File: config.mk
export PLATFORM = sky130hd
export DESIGN_NAME = pts_ram
export DESIGN_NICKNAME = d
export VERILOG_FILES = /design/src/rtl/pts_ram.sv
export SDC_FILE = /design/constraint.sdc
export NUM_CORES = 1
export LEC_CHECK = 0
export BUFFER_PORTS_ARGS = -buffer_cell sky130_fd_sc_hd__buf_2
export CORE_MARGIN = 2
export CORE_UTILIZATION = 55
export CTS_CLUSTER_SIZE = 20
export DETAILED_ROUTE_END_ITERATION = 8
export PLACE_DENSITY = 0.77
export SKIP_CTS_REPAIR_TIMING = 1
export SLEW_MARGIN = 30
export SYNTH_ARGS = -nofsm -noshare
export SYNTH_HDL_FRONTEND = slang
export SYNTH_SLANG_ARGS = --single-unit
File: constraint.sdc
create_clock -name clk -period 3 [get_ports clk]
set_input_delay 0.3 -clock clk [delete_from_list [all_inputs] [get_ports clk]]
set_output_delay 0.3 -clock clk [all_outputs]
set_load 0.03 [all_outputs]
File: src/rtl/pts_ram.sv
`timescale 1ns / 1ps
// ----------------------------------------------------------------------------
// pts_ram
// Generic simple dual-port RAM, one write port and one registered read port.
// ----------------------------------------------------------------------------
module pts_ram #(
  parameter int WIDTH = 8,
  parameter int DEPTH = 16
) (
  input  logic                     clk,
  input  logic                     we,
  input  logic [$clog2(DEPTH)-1:0] waddr,
  input  logic [WIDTH-1:0]         wdata,
  input  logic [$clog2(DEPTH)-1:0] raddr,
  output logic [WIDTH-1:0]         rdata
);

  logic [WIDTH-1:0] mem [DEPTH];

  // Write and registered read.
  always_ff @(posedge clk) begin
    if (we) begin
      mem[waddr] <= wdata;
    end
    rdata <= mem[raddr];
  end

endmodule

Yosys cells after proc, flatten, opt, wreduce, memory -nomap -nowiden
Memory sizes are Yosys's and may differ from the RTL's. A register that Yosys moved wholly into a read port is not among the register bits. Cells that the tools add are included.

Register bits: 0. RAM bits: 128. Input bits: 18. Output and inout port bits: 8. Memories: 1.

Memory list: mem (words 16, bits a word 8, rd ports 1, clocked after memory_dff 1, wr ports 1, RTL line 18) `logic [WIDTH-1:0] mem [DEPTH];`.

Mux-type cells: 2.

Operator list (count): $mux 1 (2).

Depth between registers and ports, before layout
Gate-level depths: netlist of run 1.

Depth in word-level cells: 2. Mapped depth: 5. Gate-level depth less buffers: 3.

Worst setup path after synthesis of run 1
No wires, ideal clock.

Path kind: input-to-reg. Start point: in waddr[2]. End point: mem mem[0][0] (enable). Arrival time: 1410 ps. Required time: 2617 ps. Setup slack: 1207 ps. Stages: 2. Cell sequence: or3b_2 nor3_1.

RTL lines: start, declared (RTL line 12) `input logic [$clog2(DEPTH)-1:0] waddr,`; end, declared (RTL line 18).

Straight into the memory's write port.

Worst setup path after layout of run 1
Start point: in waddr[2]. End point: mem mem[3][5] (enable).

Straight into the memory's write port.

==> results of run 1 <==
worst max-delay path: stages:
cell and delay [ps]:
buf_2 110, or3b_2 520, nor2_1 640
layer usage:
layer	global-route usage [%]	wire length (µm)	share of wire [%]	vias to the layer above
met5	0	0	0	-
met2	33.9	5250	52	122
met1	28.8	3790	38	1256
met4	10.9	181	1.8	0
li1	-	-	-	1050
met3	5.89	832	8.3	12
placed cells by master, fill, tap and decap left out, types with 6 or more instances in the layout:
cell type	Yosys	routed
buf_2	3	25
clkbuf_16	0	16
dfxtp_1	8	8
mux4_2	18	18
a22oi_1	16	16
edfxtp_1	128	128
nor2_1	13	13
nand2_1	9	9
mux4_1	14	14
bufinv_16	0	6
buf_4	1	6
synthesized netlist by cell type (all sizes together):
master	n
a22oi	16
mux4	32
and2	1
clkdlybuf4s25	3
nand3b	2
nand2	9
or3b	1
nor2	13
nor3	4
nand2b	2
nor2b	1
buf	7
nand3	1
dfxtp	8
and2b	1
edfxtp	128
sequential cells by signal, summed over array words and instances (netlist names):
name	cells
rdata	8
mem	128
final timing paths:
| path | start | end | depth (start not counted) | slack, ps |
|---|---|---|---|---|
| max | waddr[2] | mem[3][5] | 3 | 1560 |
| min | wdata[7] | mem[10][7] | 1 | 160 |
| max reg2reg | mem[1][3] | rdata[3] | 3 | 1600 |
| min reg2reg | mem[14][1] | rdata[1] | 3 | 670 |
power breakdown:
part           switching (W)  internal, W  total, W
combinational       0.000133    0.0000810  0.000214
sequential         0.0000126      0.00213   0.00214
clock               0.000753      0.00151   0.00226
total               0.000899      0.00372   0.00461
area by class of cell:
cell class / count / area share (%)
multi-input combinational: 83 / 17.5
sequential: 136 / 66.3
timing repair buffer: 32 / 3.15
clock inverter: 14 / 3.79
tap: 111 / 2.30
clock buffer: 18 / 6.92
stage by stage:
stage,worst slack [ps],cell area (µm²)
3_5_place_dp,1030,5390
3_3_place_gp,1030,5390
6_report,1560,6040
4_1_cts,1560,6040
2_1_floorplan,1210,5150
5_1_grt,1470,6040
kinds of logic after synthesis:
logic type             Yosys count  share of synthesized area [%]
and+or+nand+nor                 35                           3.18
muxes                           32                           15.0
DFF                            136                           77.8
AOI/OAI and AO/OA               16                           2.33
buffers and inverters           10                           1.68
==> run metrics, run 1 <==
initial antenna violation count=0; CP endpoint kind=register; leakage power=2.05 nW; main area contributors after synthesis=edfxtp_1, mux4_2, mux4_1, dfxtp_1, a22oi_1; number of vias per cell=6.19; Clock Pin Slew Worst Setup and Hold Paths=60 ps; nets in the synthesized netlist=247; area grow syn2layout=17.3%; vias in the first global route=2,558; Final Non-Filler Cells=394; Root Buffer=clkbuf_8; Initial Utilization=56.2%; Die Height=101 µm; GRT overflow=0; CTS tree=done; Critical Path Fanout Max=8; Final Core Density=66.0%; overall die area=0.0101 mm²; H-tree levels=4; register area=0.00400 mm²; setup TNS=0 ps; multi-input logic area=0.00106 mm²; count of unique library cells instantiated by Yosys=19; Clock Latency Late Sink=520 ps; Cells after Synth=229; total track usage=21.8%; Hold/Removal Path Class=primary input to register; post-synthesis sequential area ratio=77.8%; Filler cells=563; GPL Wtd Cong=0.767; Routed Antenna Nets=0; Routed Wire Length=10,000 µm; outcome=complete, no violations; Max IR drop VDD=0.395 mV; WL/cell=25.5 µm; post-DP HPWL=5660 µm; Hold Slack=165 ps; Clock Tree Buf Depth=2; Tmin final=1440 ps; Final Hold Fails=0; crit path kind=primary input to register; relative slew slack=36.8%; Final Cycle Share=48.0%; port bufs=25; total power=0.00461 W; RSZ-0062 raised after global routing=false; Die W=101 µm; Vias=2,440; power density cells=764 mW/mm²; first-pass GRT wire length=15,100 µm; # placed instances=362; fraction of layout cells with a size suffix above 1=28.6%; Synth warnings=0; CTS Buf Count=17; Sink Count=136; worst slew pin tran=944 ps; IO Count=26; Antenna diodes=0; 1st-iter DRT viols=219; Fmax achieved=695 MHz; #FFs+latches synth=136; CP arrival=1580 ps; Avg Synthesized Cell Area=22.5 µm²; # rows=35; setup violators final=0; largest net degree at the start of global routing=29; Synth area leader=edfxtp_1; max-slew violation total from the final report=0; Syn Std Cell Area=0.00515 mm²; total iterations of the first detailed-routing run=5; nets=288; max-cap violations=0; share of the synthesized area in the top cell type=74.7%; DRC Markers=0; CP required=3140 ps; startpoint class of the critical path=primary input; Core Region=0.00915 mm²; clk_skew=5.49 ps
No activity file was read; power rests on OpenSTA's default activity.
==> run 2: changes to the inputs <==
Clock period 3 ns to 1.4 ns, I/O delays scaled along.
==> run metrics, run 2 (synthesis results as in run 1) <==
Sink Count=136 (unchanged); max FFs per register=128 (unchanged); CP endpoint kind=register; startpoint class of the critical path=register; crit-path cells=mux4_1 -> a22oi_2 -> nand2_1; most frequent cells in the layout=edfxtp_1, buf_2, buf_4; clk_skew=5.37 ps (-0.120 ps); GPL Wtd Cong=0.799 (+4.2%); RSZ-0062 raised after global routing=true; # rows=35 (unchanged); logic gate share of total power=5.4% (+0.8 points); Routed Wire Length=10,000 µm (-0.45%); Biggest register=mem; commonest non-fill, non-tap cell in the layout=edfxtp_1; Seq pwr share=48.9% (+2.6 points); DRC Markers=0 (unchanged); Clock Tree Buf Depth=2 (unchanged); net switching component of the power=0.00203 W (+130%); outcome=complete, no violations; Antenna diodes=0 (unchanged); worst slew pin tran=913 ps (-31.5 ps); CP max stage cell=mux4_1; number of vias per cell=6.03 (-2.7%); Vias=2,514 (+3.0%); CTS Buf Count=17 (unchanged); nets=311 (+8.0%); Max IR drop VDD=0.729 mV (+84%); overall die area=0.0101 mm² (unchanged); fraction of layout cells with a size suffix above 1=35.9% (+7.3 points); Clock Latency Late Sink=520 ps (about the same); port bufs=25 (unchanged); crit-path leading delay family=multiplexers; Final Hold Fails=0 (unchanged); max-slew violation total from the final report=0 (unchanged); Root Buffer=clkbuf_8; power density cells=1510 mW/mm² (+97%); Tmin final=1360 ps; Die W=101 µm (unchanged); hold wc startpoint=wdata[3]; post-DP HPWL=6150 µm (+8.7%); leakage power=2.15 nW (+4.7%); CP required=1810 ps (-1330 ps); relative slew slack=38.9% (+2.1 points); CTS tree=done; Routed Antenna Nets=0 (unchanged); WL/cell=24.0 µm (-5.9%); setup violators final=0 (unchanged); Clock Pin Slew Worst Setup and Hold Paths=60 ps (about the same); crit-path max cell delay=540 ps (-100 ps); biggest regs=mem x128, rdata x8; crit path kind=register to register; vias in the first global route=2,601 (+1.7%); Reg2Reg Launch Point=mem[1][3]; Hold/Removal Path Class=primary input to register; Worst Path Buf+Inv=0 (-1); Hold Slack=4.56 ps (-160 ps); Final Cycle Share=96.8%; Critical Path Fanout Max=1 (-7); CP startpoint=mem[1][3]; Sw Share=21.6% (+2.2 points); total power=0.00936 W (+100%); max-cap violations=0 (unchanged); CP arrival=1760 ps (+180 ps); initial antenna violation count=0 (unchanged); GRT overflow=0 (unchanged); IO Count=26 (unchanged); Clk pwr share=45.7% (-3.3 points); total iterations of the first detailed-routing run=6 (+1); H-tree levels=4 (unchanged); setup TNS=0 ps (unchanged); Core Region=0.00915 mm² (unchanged); largest net degree at the start of global routing=23 (-21%); Fmax achieved=738 MHz; first-pass GRT wire length=15,400 µm (+2.2%); Die Height=101 µm (unchanged); total track usage=22.0% (+0.23 points); Initial Utilization=56.2% (unchanged); internal cell power=0.00733 W (+97%); 1st-iter DRT viols=257 (+17%); area grow syn2layout=20.6%
==> run 2: cell types whose count changed in the layout (fill, tap and decap cells not counted), moves of 2 or more <==
cell and change:
a22oi_2 +6, bufinv_16 -4, clkinv_2 -3, dlygate4sd3_1 +2, inv_6 +7, buf_12 +2
a22oi_1 -6, buf_4 +19
==> run 2: power by group through the flow <==
stage | clock network (W) | logic (W) | registers [W]
3_3_place_gp | 0 | 0.000478 | 0.00465
5_1_grt | 0.00449 | 0.000547 | 0.00458
4_1_cts | 0.00433 | 0.000495 | 0.00458
3_5_place_dp | 0 | 0.000489 | 0.00466
2_1_floorplan | 0 | 0.000231 | 0.00471
6_report | 0.00427 | 0.000507 | 0.00458
==> run 2: cell type report <==
cell class / count / area, µm²
clock inverter: 15 / 164
clock buffer: 17 / 414
timing repair buffer: 55 / 393
tap: 111 / 139
fill: 541 / 2950
sequential: 136 / 4000
multi-input combinational: 83 / 1090
==> run 2: per-stage QoR <==
| step | worst slack, ps | instances | area, µm² | utilization, % |
|---|---|---|---|---|
| CTS | -44.0 | 415 | 6160 | 67.3 |
| global route | -2.04 | 417 | 6210 | 67.8 |
| floorplan | -6.15 | 229 | 5150 | - |
| global placement | -149 | 383 | 5580 | 60.9 |
| detailed placement | -166 | 383 | 5580 | 60.9 |
| finish | 45.0 | 417 | 6210 | 67.8 |
==> run 2: path summary, 6_finish.rpt <==
path	endpoint	slack, ps	depth (start not counted)
max	rdata[3]	40	3
min	mem[2][3]	5	1
max reg2reg	rdata[3]	40	3
min reg2reg	rdata[4]	670	3
==> run 2: metal layers <==
metal | global-route usage [%] | vias to the layer above | wire [µm]
met3 | 5.89 | 16 | 724
met1 | 30.0 | 1264 | 4060
li1 | - | 1104 | -
met4 | 9.06 | 0 | 187
met5 | 0 | - | 0
met2 | 34.2 | 130 | 5030
