===== src/rtl/pts_pkg.sv =====
`timescale 1ns / 1ps
// ----------------------------------------------------------------------------
// pts_pkg
// Types, sizes and helpers for the preemption-threshold scheduler.
// ----------------------------------------------------------------------------
package pts_pkg;

  localparam int TASKS   = 16;
  localparam int POOL    = 32;
  localparam int TIDX_W  = $clog2(TASKS);
  localparam int PIDX_W  = $clog2(POOL);
  localparam int CIDX_W  = 8;

  localparam logic OP_RELEASE = 1'b0;
  localparam logic OP_TICK    = 1'b1;

  localparam logic [CIDX_W-1:0] REG_WINDOW_START = CIDX_W'(0);
  localparam logic [CIDX_W-1:0] REG_WINDOW_END   = CIDX_W'(1);

  typedef struct packed {
    logic        op;
    logic [3:0]  task_id;
    logic [15:0] exec_time;
    logic [7:0]  priority_req;
    logic [7:0]  threshold;
    logic        batch_end;
  } cmd_t;

  typedef struct packed {
    logic        running_valid;
    logic [3:0]  running_task;
    logic        completed;
    logic [3:0]  completed_task;
    logic [31:0] resp_time;
    logic [31:0] best_time;
    logic [31:0] worst_time;
    logic        dropped;
  } result_t;

  // One ready-pool slot; the valid bit lives in flip-flops outside the memory.
  typedef struct packed {
    logic        preempted;
    logic [3:0]  task_id;
    logic [7:0]  prio;
    logic [7:0]  thr;
    logic [15:0] left;
    logic [31:0] arrival;
    logic [31:0] seq;
  } entry_t;

  typedef struct packed {
    logic [31:0] best;
    logic [31:0] worst;
  } stat_t;

  // Outcome of a pool scan.
  typedef struct packed {
    logic              found;
    logic [PIDX_W-1:0] idx;
  } pick_t;

  // True when job a outranks job b: priority, then lower task, then older.
  function automatic logic beats(input logic [7:0] pa, input logic [3:0] ta,
                                 input logic [31:0] sa, input logic [7:0] pb,
                                 input logic [3:0] tb, input logic [31:0] sb);
    logic [31:0] d;
    d = sa - sb;
    if (pa != pb) return pa > pb;
    if (ta != tb) return ta < tb;
    return d[31];
  endfunction

endpackage


===== src/rtl/pts_pick.sv =====
`timescale 1ns / 1ps
// ----------------------------------------------------------------------------
// pts_pick
// Tracks the best fresh and the best preempted job while the pool streams by.
// ----------------------------------------------------------------------------
module pts_pick
  import pts_pkg::*;
(
  input  logic              clk,
  input  logic              rst,
  input  logic              clear,
  input  logic              in_valid,
  input  logic [PIDX_W-1:0] in_idx,
  input  entry_t            in_entry,
  output pick_t             pick
);

  logic              f_v, p_v;
  logic [PIDX_W-1:0] f_idx, p_idx;
  logic [7:0]        f_prio, p_prio;
  logic [3:0]        f_task, p_task;
  logic [31:0]       f_seq, p_seq;
  logic              win_f, win_p;

  assign win_f = !f_v || beats(in_entry.prio, in_entry.task_id, in_entry.seq,
                               f_prio, f_task, f_seq);
  assign win_p = !p_v || beats(in_entry.prio, in_entry.task_id, in_entry.seq,
                               p_prio, p_task, p_seq);

  // Running best of each class.
  always_ff @(posedge clk) begin
    if (rst || clear) begin
      f_v <= 1'b0;
      p_v <= 1'b0;
    end else if (in_valid) begin
      if (in_entry.preempted && win_p) begin
        p_v    <= 1'b1;
        p_idx  <= in_idx;
        p_prio <= in_entry.prio;
        p_task <= in_entry.task_id;
        p_seq  <= in_entry.seq;
      end
      if (!in_entry.preempted && win_f) begin
        f_v    <= 1'b1;
        f_idx  <= in_idx;
        f_prio <= in_entry.prio;
        f_task <= in_entry.task_id;
        f_seq  <= in_entry.seq;
      end
    end
  end

  // A preempted job wins ties against a fresh one.
  always_comb begin
    pick.found = f_v || p_v;
    if (p_v && (!f_v || p_prio >= f_prio)) begin
      pick.idx = p_idx;
    end else begin
      pick.idx = f_idx;
    end
  end

endmodule


===== config.mk =====
export PLATFORM = sky130hd
export DESIGN_NAME = pts_pick
export DESIGN_NICKNAME = d
export VERILOG_FILES = /design/src/rtl/pts_pkg.sv /design/src/rtl/pts_pick.sv
export SDC_FILE = /design/constraint.sdc
export NUM_CORES = 1
export LEC_CHECK = 0
export ABC_AREA = 0
export CAP_MARGIN = 20
export CORE_MARGIN = 2
export CORE_UTILIZATION = 55
export DETAILED_ROUTE_END_ITERATION = 7
export DONT_BUFFER_PORTS = 1
export PLACE_DENSITY_LB_ADDON = 0.2
export SKIP_LAST_GASP = 1
export SLEW_MARGIN = 20
export SYNTH_ARGS = -nofsm -noshare
export SYNTH_HDL_FRONTEND = slang
export SYNTH_SLANG_ARGS = --single-unit

===== constraint.sdc =====
create_clock -name clk -period 3.8 [get_ports clk]
set_input_delay 0.76 -clock clk [delete_from_list [all_inputs] [get_ports clk]]
set_output_delay 0.76 -clock clk [all_outputs]
set_load 0.02 [all_outputs]

# Yosys cells after proc, flatten, opt, wreduce, memory -nomap -nowiden
# Index checks and enable logic that the tools add are counted.
# totals
regBits	100
input_bits	110
output_inout_bits	6
# op_classes
n_addsub	2
magnitude_cmp	5
n_eq_ne	4
n_mux	15
bitwise	1
reduce_logical	15
# op_table
operator	count
32-bit subtractor	2
8-bit greater-than comparator	2
8-bit != test	2
1-bit 2-to-1 mux	14
8-bit >= comparator	1
4-bit less-than comparator	2
4-bit != test	2
3-bit AND reduction	2
1-bit logical OR	5
5-bit 2-to-1 mux	1
2-bit AND reduction	2
1-bit logical AND	3
1-bit logical NOT	3
1-bit NOT	1

# Logic depth before layout (Yosys ltp)
# Gate-level depths: netlist (run 1).
# logic_depth
ltp_word	8
ltp_mapped	9
depth_no_buf	9

# Worst setup path before layout (run 1)
# OpenSTA, ideal clock, no wires.
# synth_path
path_type	input to register
startpoint	input in_entry[28] (netlist bit)
endpoint	register p_idx[0] (enable)
setup_ns	0.408
t_arrival_ns	3.208
required_time_ns	3.392
slack_ns	0.184
path_stages	8
path_buffers	0
path_cell_list	ha_1 > a21o_1 > a21o_1 > a221oi_2 > o21ai_1 > a31oi_1 > nor4bb_1 > or3_1
# synth_via
elab_chain_cells	6
# synth_rtl
element	line	source
start, declared	pts_pick.sv:14	input entry_t in_entry,
32-bit subtractor	pts_pkg.sv:67	d = sa - sb;
1-bit 2-to-1 mux	pts_pkg.sv:70	return d[31];
1-bit 2-to-1 mux	pts_pkg.sv:69	if (ta != tb) return ta < tb;
1-bit logical OR	pts_pick.sv:27	assign win_p = !p_v || beats(in_entry.prio, in_entry.task_id, in_entry.seq,
1-bit logical AND	pts_pick.sv:36	if (in_entry.preempted && win_p) begin
3-bit AND reduction (no source line)	n/a	
end signal, assigned	pts_pick.sv:38	p_idx <= in_idx;
end, declared	pts_pick.sv:19	logic [PIDX_W-1:0] f_idx, p_idx;
# Every way passes these cells.
# A chain may end at the register's enable or synchronous reset.

==> results of run 1 <==
worst max-delay path by stage:
stage / startpoint / endpoint / slack, ns
5_1_grt: f_prio[0] / pick[4] / 0.45
3_3_place_gp: in_entry[2] / f_seq[9] / 0.59
6_report: f_prio[0] / pick[4] / 0.58
4_1_cts: f_prio[0] / pick[4] / 0.55
3_5_place_dp: in_entry[2] / f_seq[9] / 0.51
2_1_floorplan: in_entry[28] / p_idx[0] / 0.18
kinds of logic (layout without fill, tap and decap cells):
| family | after synthesis | after routing | synth area share |
|---|---|---|---|
| DFF | 100 | 100 | 0.547 |
| and+or+nand+nor | 81 | 81 | 0.0794 |
| adders and majority gates | 92 | 92 | 0.211 |
| AOI/OAI and AO/OA | 82 | 82 | 0.0905 |
| muxes | 5 | 5 | 0.0103 |
| xor gates and xnor gates | 2 | 2 | 0.00322 |
| buffers and inverters | 84 | 104 | 0.0579 |
layout make-up:
type / instances / area, µm² / share of cell area
clock buffers: 10 / 128 / 0.0218
multi-input cells: 262 / 2150 / 0.367
well taps: 133 / 166 / 0.0284
flip-flops and latches: 100 / 2980 / 0.509
clock inverters: 6 / 65.1 / 0.0111
repair buffers: 4 / 55.1 / 0.00939
inverters: 84 / 315 / 0.0538
power groups by stage:
stage	registers, µW	clock network (µW)	logic [µW]
after floorplan	1270	0	128
after detailed placement	1270	0	168
after global placement	1270	0	163
after CTS	1240	692	170
final	1240	670	168
after global routing	1240	727	197
flip-flops by register name, indices dropped and copies added, names as in the netlist, 4 cells and up:
register / cells
f_idx: 5
f_prio: 8
f_seq: 32
f_task: 4
p_idx: 5
p_prio: 8
p_seq: 32
p_task: 4
metrics by stage:
stage,total power [µW],instances
floorplan,1390,446
global placement,1430,583
detailed placement,1430,583
CTS,2100,599
global route,2170,599
finish,2080,599
per-layer routing:
layer,vias to the layer above,global-route usage,routed length [µm]
met5,-,0,0
met4,0,0.0608,138
met3,10,0.0510,466
met2,57,0.298,4180
met1,1478,0.219,4010
li1,1635,-,-
placed cells by master (no fill, tap or decap), types with 3 or more instances in the layout:
| master | instances |
|---|---|
| nor4_1 | 3 |
| o21ai_0 | 16 |
| nand3_1 | 3 |
| o21ai_1 | 4 |
| nor2_1 | 12 |
| inv_1 | 84 |
| mux2_2 | 4 |
| nand2b_1 | 6 |
| o211ai_1 | 4 |
| edfxtp_1 | 98 |
| a31oi_1 | 5 |
| ha_1 | 92 |
| a21oi_1 | 36 |
| clkinvlp_4 | 3 |
| nand2_1 | 28 |
| nor2b_1 | 9 |
| a21o_1 | 9 |
| nand4_1 | 10 |
| clkbuf_8 | 9 |
==> impl_metrics.yaml, run 1 <==
layout:
  drive_gt1_frac: 0.0644
  end_of_flow_core_utilization: 0.606
  area_growth_pct: 7.65
  layout.nets: 663
  finish.instance_area_mm2: 0.00587
  antenna-diode-count: 0
  num-fill-cells: 797
die:
  ioPinCount: 116
  floorplan_die_area_mm2: 0.0107
  core_mm2: 0.00968
  die_w_um: 104
  row_count: 36
  fp.dieH_um: 104
  initial_utilization: 0.563
synth:
  synth-edff-count: 98
  synth_area_leaders: "edfxtp_1 (54%), ha_1 (21%), inv_1 (5.8%), a21oi_1 (3.3%), nand2_1 (1.9%)"
  synth-seq-cells: 100
  synth_common_cells: "edfxtp_1 (98), ha_1 (92), inv_1 (84)"
  synth_largest_type_area_fraction: 0.540
  synth_seq_area_share: 0.547
  async_reset_ff_frac: 0
  ys_dominant_reg_cell: "edfxtp_1"
  synth.lib_cells_used.distinct: 36
  netlist_instances: 446
  synth_warnings: 0
  syn_area_mm2: 0.00545
  yosys.area.top_type: "edfxtp_1"
  synth_most_common_cell: "edfxtp_1"
  syn-num-nets: 648
  synthesis.area_per_instance_um2: 12.2
sta:
  final-max-slew-violation-count: 0
  maxSlewHeadroom: 0.647
  clock.fmax_mhz: 311
  finalWorstPathRequiredPeriod_ns: 3.22
  fin_tns_setup_ns: 0
  final-hold-violation-count: 0
  setup_slack_ns: 0.585
  holdWs_ns: 0.477
  period_share: 0.846
  unrepaired_setup_endpoints_after_global_routing: "false"
  worst-slew-pin-transition_ns: 0.522
  setup-violations-final: 0
  layout_skew_ns: 0.0107
setup_path:
  critPathMaxStageDelay_ns: 0.45
  critical_path_depth: 8
  rr_worst_depth: 10
  timing.critical_path.slowest_stage_cell: "mux2_1"
  cp_startpoint_kind: "register"
  path_max_fanout: 5
  worst-endpoint-required_ns: 3.04
  regToRegSetupSlack_ns: 0.99
  r2r_end: "f_seq[26]"
  crit_arrival_ns: 2.46
  critical_path.cell_chain: "ha_1, nand2b_1, a21o_1, a21oi_1, nor2b_1, o21ai_1, a21o_1, mux2_1"
  worstSetupPathType: "register to primary output"
  worst_path_most_repeated_cell: "a21o_1"
  timing.rr.start: "f_seq[2]"
  cp_top_family: "compound AO/OA/AOI/OAI gates"
  endpoint_kind: "primary output"
  critical_path_buf_inv_count: 0
placement:
  gp_routability_congestion: 0.808
  detailed_place.area_mm2: 0.00567
  dp_slack_ns: 0.514
  port_buf_inserts: 0
  detailed_place_hpwl_um: 6500
cts:
  post_cts_setup_inserts: 0
  clock_insertion_delay_worst_skew_ns: 0.37
  clock_input_transition_at_the_sequential_cells_of_the_worst_setup_and_hold_paths_ns: 0.10
  cts_max_level: 3
  numCtsBuffers: 9
  ctsHoldBuffers: 0
  clock-sinks: 100
  cts.repair.resized: 0
  cts.path.max_buffers: 2
  clk_root_buffer_cell: "clkbuf_8"
  tritoncts: "done"
routing:
  routed_wirelength_um: 8800
  via_count: 3180
  drtAntennaViolNets: 0
  drt_iter0_drc: 120
  post-route-drc-count: 0
  drt_pre_antenna_iters: 4
  post_drt_wl_per_cell_um: 14.7
  post_drt_via_cell_ratio: 5.31
grt:
  grt_max_degree: 39
  grt-ovfl-total: 0
  global_route.usage.total: 0.177
  grt_antenna_before_repair: 0
  via_count_of_the_first_global_routing_pass: 3280
  grt_first_pass_wirelength_um: 15100
hold_path:
  holdCritStartpoint: "in_entry[8]"
  hold_path_end: "f_seq[8]"
  worst_hold_path_type: "input pin to register"
  hold_depth: 0
pwr:
  static-leakage-power_uw: 0.00256
  swShare: 0.225
  power.internal_uw: 1610
  p_switching_uw: 467
  maximum_ir_drop_on_the_vdd_rail_mv: 0.231
  clock_power_share: 0.322
  power.share.combinational: 0.081
  power_density_mw_per_mm2: 354
  sequentialPowerShare: 0.597
run:
  max-cap-violations: 0
outcome:
  status: "complete, no violations"
Note: power is estimated with default switching activity, not from simulation.
==> inputs of run 2 (changes only) <==
- ABC_AREA: 0 -> 1
- clock period: 3.8 -> 2.9 ns (I/O delays scaled with it)
==> impl_metrics.yaml, run 2 <==
outcome:
  status: "complete, no violations"
grt:
  global_route.usage.total: 0.193
  grt_max_degree: 34
  grt_antenna_before_repair: 0
  grt-ovfl-total: 0
  gr_layer_usage_met1: 0.227
  globalRoute.busiestLayer: "met2"
  met3_usage: 0.0476
  grt_first_pass_wirelength_um: 16900
  via_count_of_the_first_global_routing_pass: 3859
  use_met2: 0.335
setup_path:
  r2r_end: "p_seq[27]"
  critical_path.cell_chain: "inv_2, ha_4, a21oi_2, o21ai_0, nand2_1, o2111ai_4, o21ai_4, nand2_1, o21ai_0, buf_4"
  cp_top_family: "compound AO/OA/AOI/OAI gates"
  endpoint_kind: "primary output"
  timing.rr.start: "p_seq[2]"
  path_max_fanout: 5
  rr_worst_depth: 16
  crit_arrival_ns: 2.21
  critPathMaxStageDelay_ns: 0.38
  worst-endpoint-required_ns: 2.32
  regToRegSetupSlack_ns: 0.54
  cp_startpoint_kind: "register"
  timing.critical_path.slowest_stage_cell: "edfxtp_1"
  worstSetupPathType: "register to primary output"
  critical_path_buf_inv_count: 2
sta:
  finalWorstPathRequiredPeriod_ns: 2.79
  maxSlewHeadroom: 0.768
  period_share: 0.964
  final-hold-violation-count: 0
  setup-violations-final: 0
  layout_skew_ns: 0.00835
  worst-slew-pin-transition_ns: 0.345
  clock.fmax_mhz: 358
  final-max-slew-violation-count: 0
layout:
  end_of_flow_core_utilization: 0.617
  num-fill-cells: 834
  most_frequent_cells_in_the_layout: "inv_1 (140), nand2_1 (133), edfxtp_1 (98), ha_1 (90), a21oi_1 (28)"
  area_growth_pct: 10.6
  drive_gt1_frac: 0.0657
  mostFrequentLayoutCell: "inv_1"
  top_regs: "f_seq: 32 flops, p_seq: 32 flops"
  antenna-diode-count: 0
  layout.nets: 791
  area_of_the_multi_input_gates_mm2: 0.00224
  regArea_mm2: 0.00298
routing:
  drt_pre_antenna_iters: 4
  post-route-drc-count: 0
  via_count: 3650
  drtAntennaViolNets: 0
  post_drt_wl_per_cell_um: 13.6
  drt_iter0_drc: 147
  post_drt_via_cell_ratio: 5.00
  routed_wirelength_um: 9910
hold_path:
  hold_path_end: "p_idx[0]"
  hold_depth: 0
  worst_hold_path_type: "input pin to register"
  holdCritStartpoint: "in_idx[0]"
synth:
  syn-num-nets: 768
  synth_seq_area_share: 0.525
  yosys.area.top_type: "edfxtp_1"
  synth-edff-count: 98
  synth.lib_cells_used.distinct: 20
  synth-seq-cells: 100
  synth_warnings: 0
  synth_most_common_cell: "inv_1"
  netlist_instances: 566
  synth_area_leaders: "edfxtp_1 (52%), ha_1 (20%), inv_1 (9.4%), nand2_1 (8.9%), a21oi_1 (2.6%)"
  synth_largest_type_area_fraction: 0.518
  ys_dominant_reg_cell: "edfxtp_1"
  syn_area_mm2: 0.00568
  synthesis.area_per_instance_um2: 10.0
  synth_common_cells: "inv_1 (142), nand2_1 (134), edfxtp_1 (98)"
  async_reset_ff_frac: 0
cts:
  ctsHoldBuffers: 0
  numCtsBuffers: 9
  clock-sinks: 100
  cts.path.max_buffers: 2
  clock_input_transition_at_the_sequential_cells_of_the_worst_setup_and_hold_paths_ns: 0.09
  clock_insertion_delay_worst_skew_ns: 0.36
  clk_root_buffer_cell: "clkbuf_8"
  tritoncts: "done"
  cts_max_level: 3
pwr:
  design_power_total_uw: 2890
  p_switching_uw: 608
  sequentialPowerShare: 0.562
  static-leakage-power_uw: 0.00304
  power_density_mw_per_mm2: 460
  maximum_ir_drop_on_the_vdd_rail_mv: 0.325
  swShare: 0.210
  power.internal_uw: 2280
  power.share.combinational: 0.083
  clock_power_share: 0.355
placement:
  port_buf_inserts: 0
  detailed_place_hpwl_um: 7170
  gp_routability_congestion: 0.787
die:
  initial_utilization: 0.558
  fp.dieH_um: 106
  floorplan_die_area_mm2: 0.0112
  ioPinCount: 116
  core_mm2: 0.0102
  row_count: 37
  die_w_um: 106
run:
  max-cap-violations: 0
run 2: logic make-up (layout without fill, tap and decap cells):
family | count (synthesis) | after routing | synth area share
adder cells (fa/ha/maj) | 92 | 92 | 0.203
buffers and inverters | 142 | 169 | 0.0938
AO/OA/AOI/OAI | 47 | 48 | 0.0458
flip-flops | 100 | 100 | 0.525
XOR/XNOR | 2 | 2 | 0.00308
AND/OR/NAND/NOR | 183 | 183 | 0.130
run 2: repair_timing:
action,in CTS,in global routing
endpoints found under the setup margin,0,5
buffers inserted,0,2
resized for setup,0,9
run 2: worst reg2reg max path, cell delays in order, from the launching register on:
cell	delay, ns
edfxtp_1	0.39
inv_1	0.07
ha_1	0.24
a21oi_1	0.16
nand2_1	0.07
nand2_1	0.05
nand2_1	0.06
nand2_1	0.06
nand2_1	0.07
nand2_1	0.09
nand2_1	0.05
nand2_1	0.05
nand3_1	0.06
nand2_1	0.07
nand2_1	0.08
a21oi_4	0.17
buf_4	0.29
run 2: power groups by stage:
stage | registers, µW | logic, µW | clock network [µW]
3_5_place_dp | 1660 | 235 | 0
6_report | 1620 | 240 | 1020
3_3_place_gp | 1660 | 225 | 0
5_1_grt | 1630 | 287 | 1100
4_1_cts | 1620 | 238 | 1050
2_1_floorplan | 1660 | 175 | 0
run 2: area by class of cell:
class / count / area share
inverters: 142 / 0.0849
repair buffers: 11 / 0.0191
clock inverters: 6 / 0.0163
well taps: 136 / 0.0271
clock buffers: 10 / 0.0203
multi-input cells: 325 / 0.357
flip-flops and latches: 100 / 0.475
run 2: worst max path at each step:
stage	startpoint	to	cells past startpoint
6_report	f_prio[3]	pick[4]	10
3_3_place_gp	in_entry[14]	p_seq[23]	14
5_1_grt	f_prio[7]	pick[3]	10
4_1_cts	f_prio[3]	pick[4]	10
3_5_place_dp	in_entry[6]	f_seq[11]	15
2_1_floorplan	in_entry[26]	f_idx[0]	14
run 2: through the flow:
stage | area, µm² | hold slack, ns | std cells | setup TNS (ns) | setup WS, ns
floorplan | 5700 | 0.492 | 566 | 0 | 0.0101
global placement | 5970 | 0.518 | 711 | 0 | 0.330
detailed placement | 5970 | 0.535 | 711 | 0 | 0.300
CTS | 6200 | 0.282 | 727 | 0 | 0.0434
global route | 6280 | 0.286 | 730 | -0.0441 | -0.0243
finish | 6280 | 0.304 | 730 | 0 | 0.105
run 2: layer usage:
metal	vias up	part of all wire
li1	1891	-
met2	60	0.50
met3	14	0.057
met4	0	0.017
met5	-	0
met1	1685	0.43
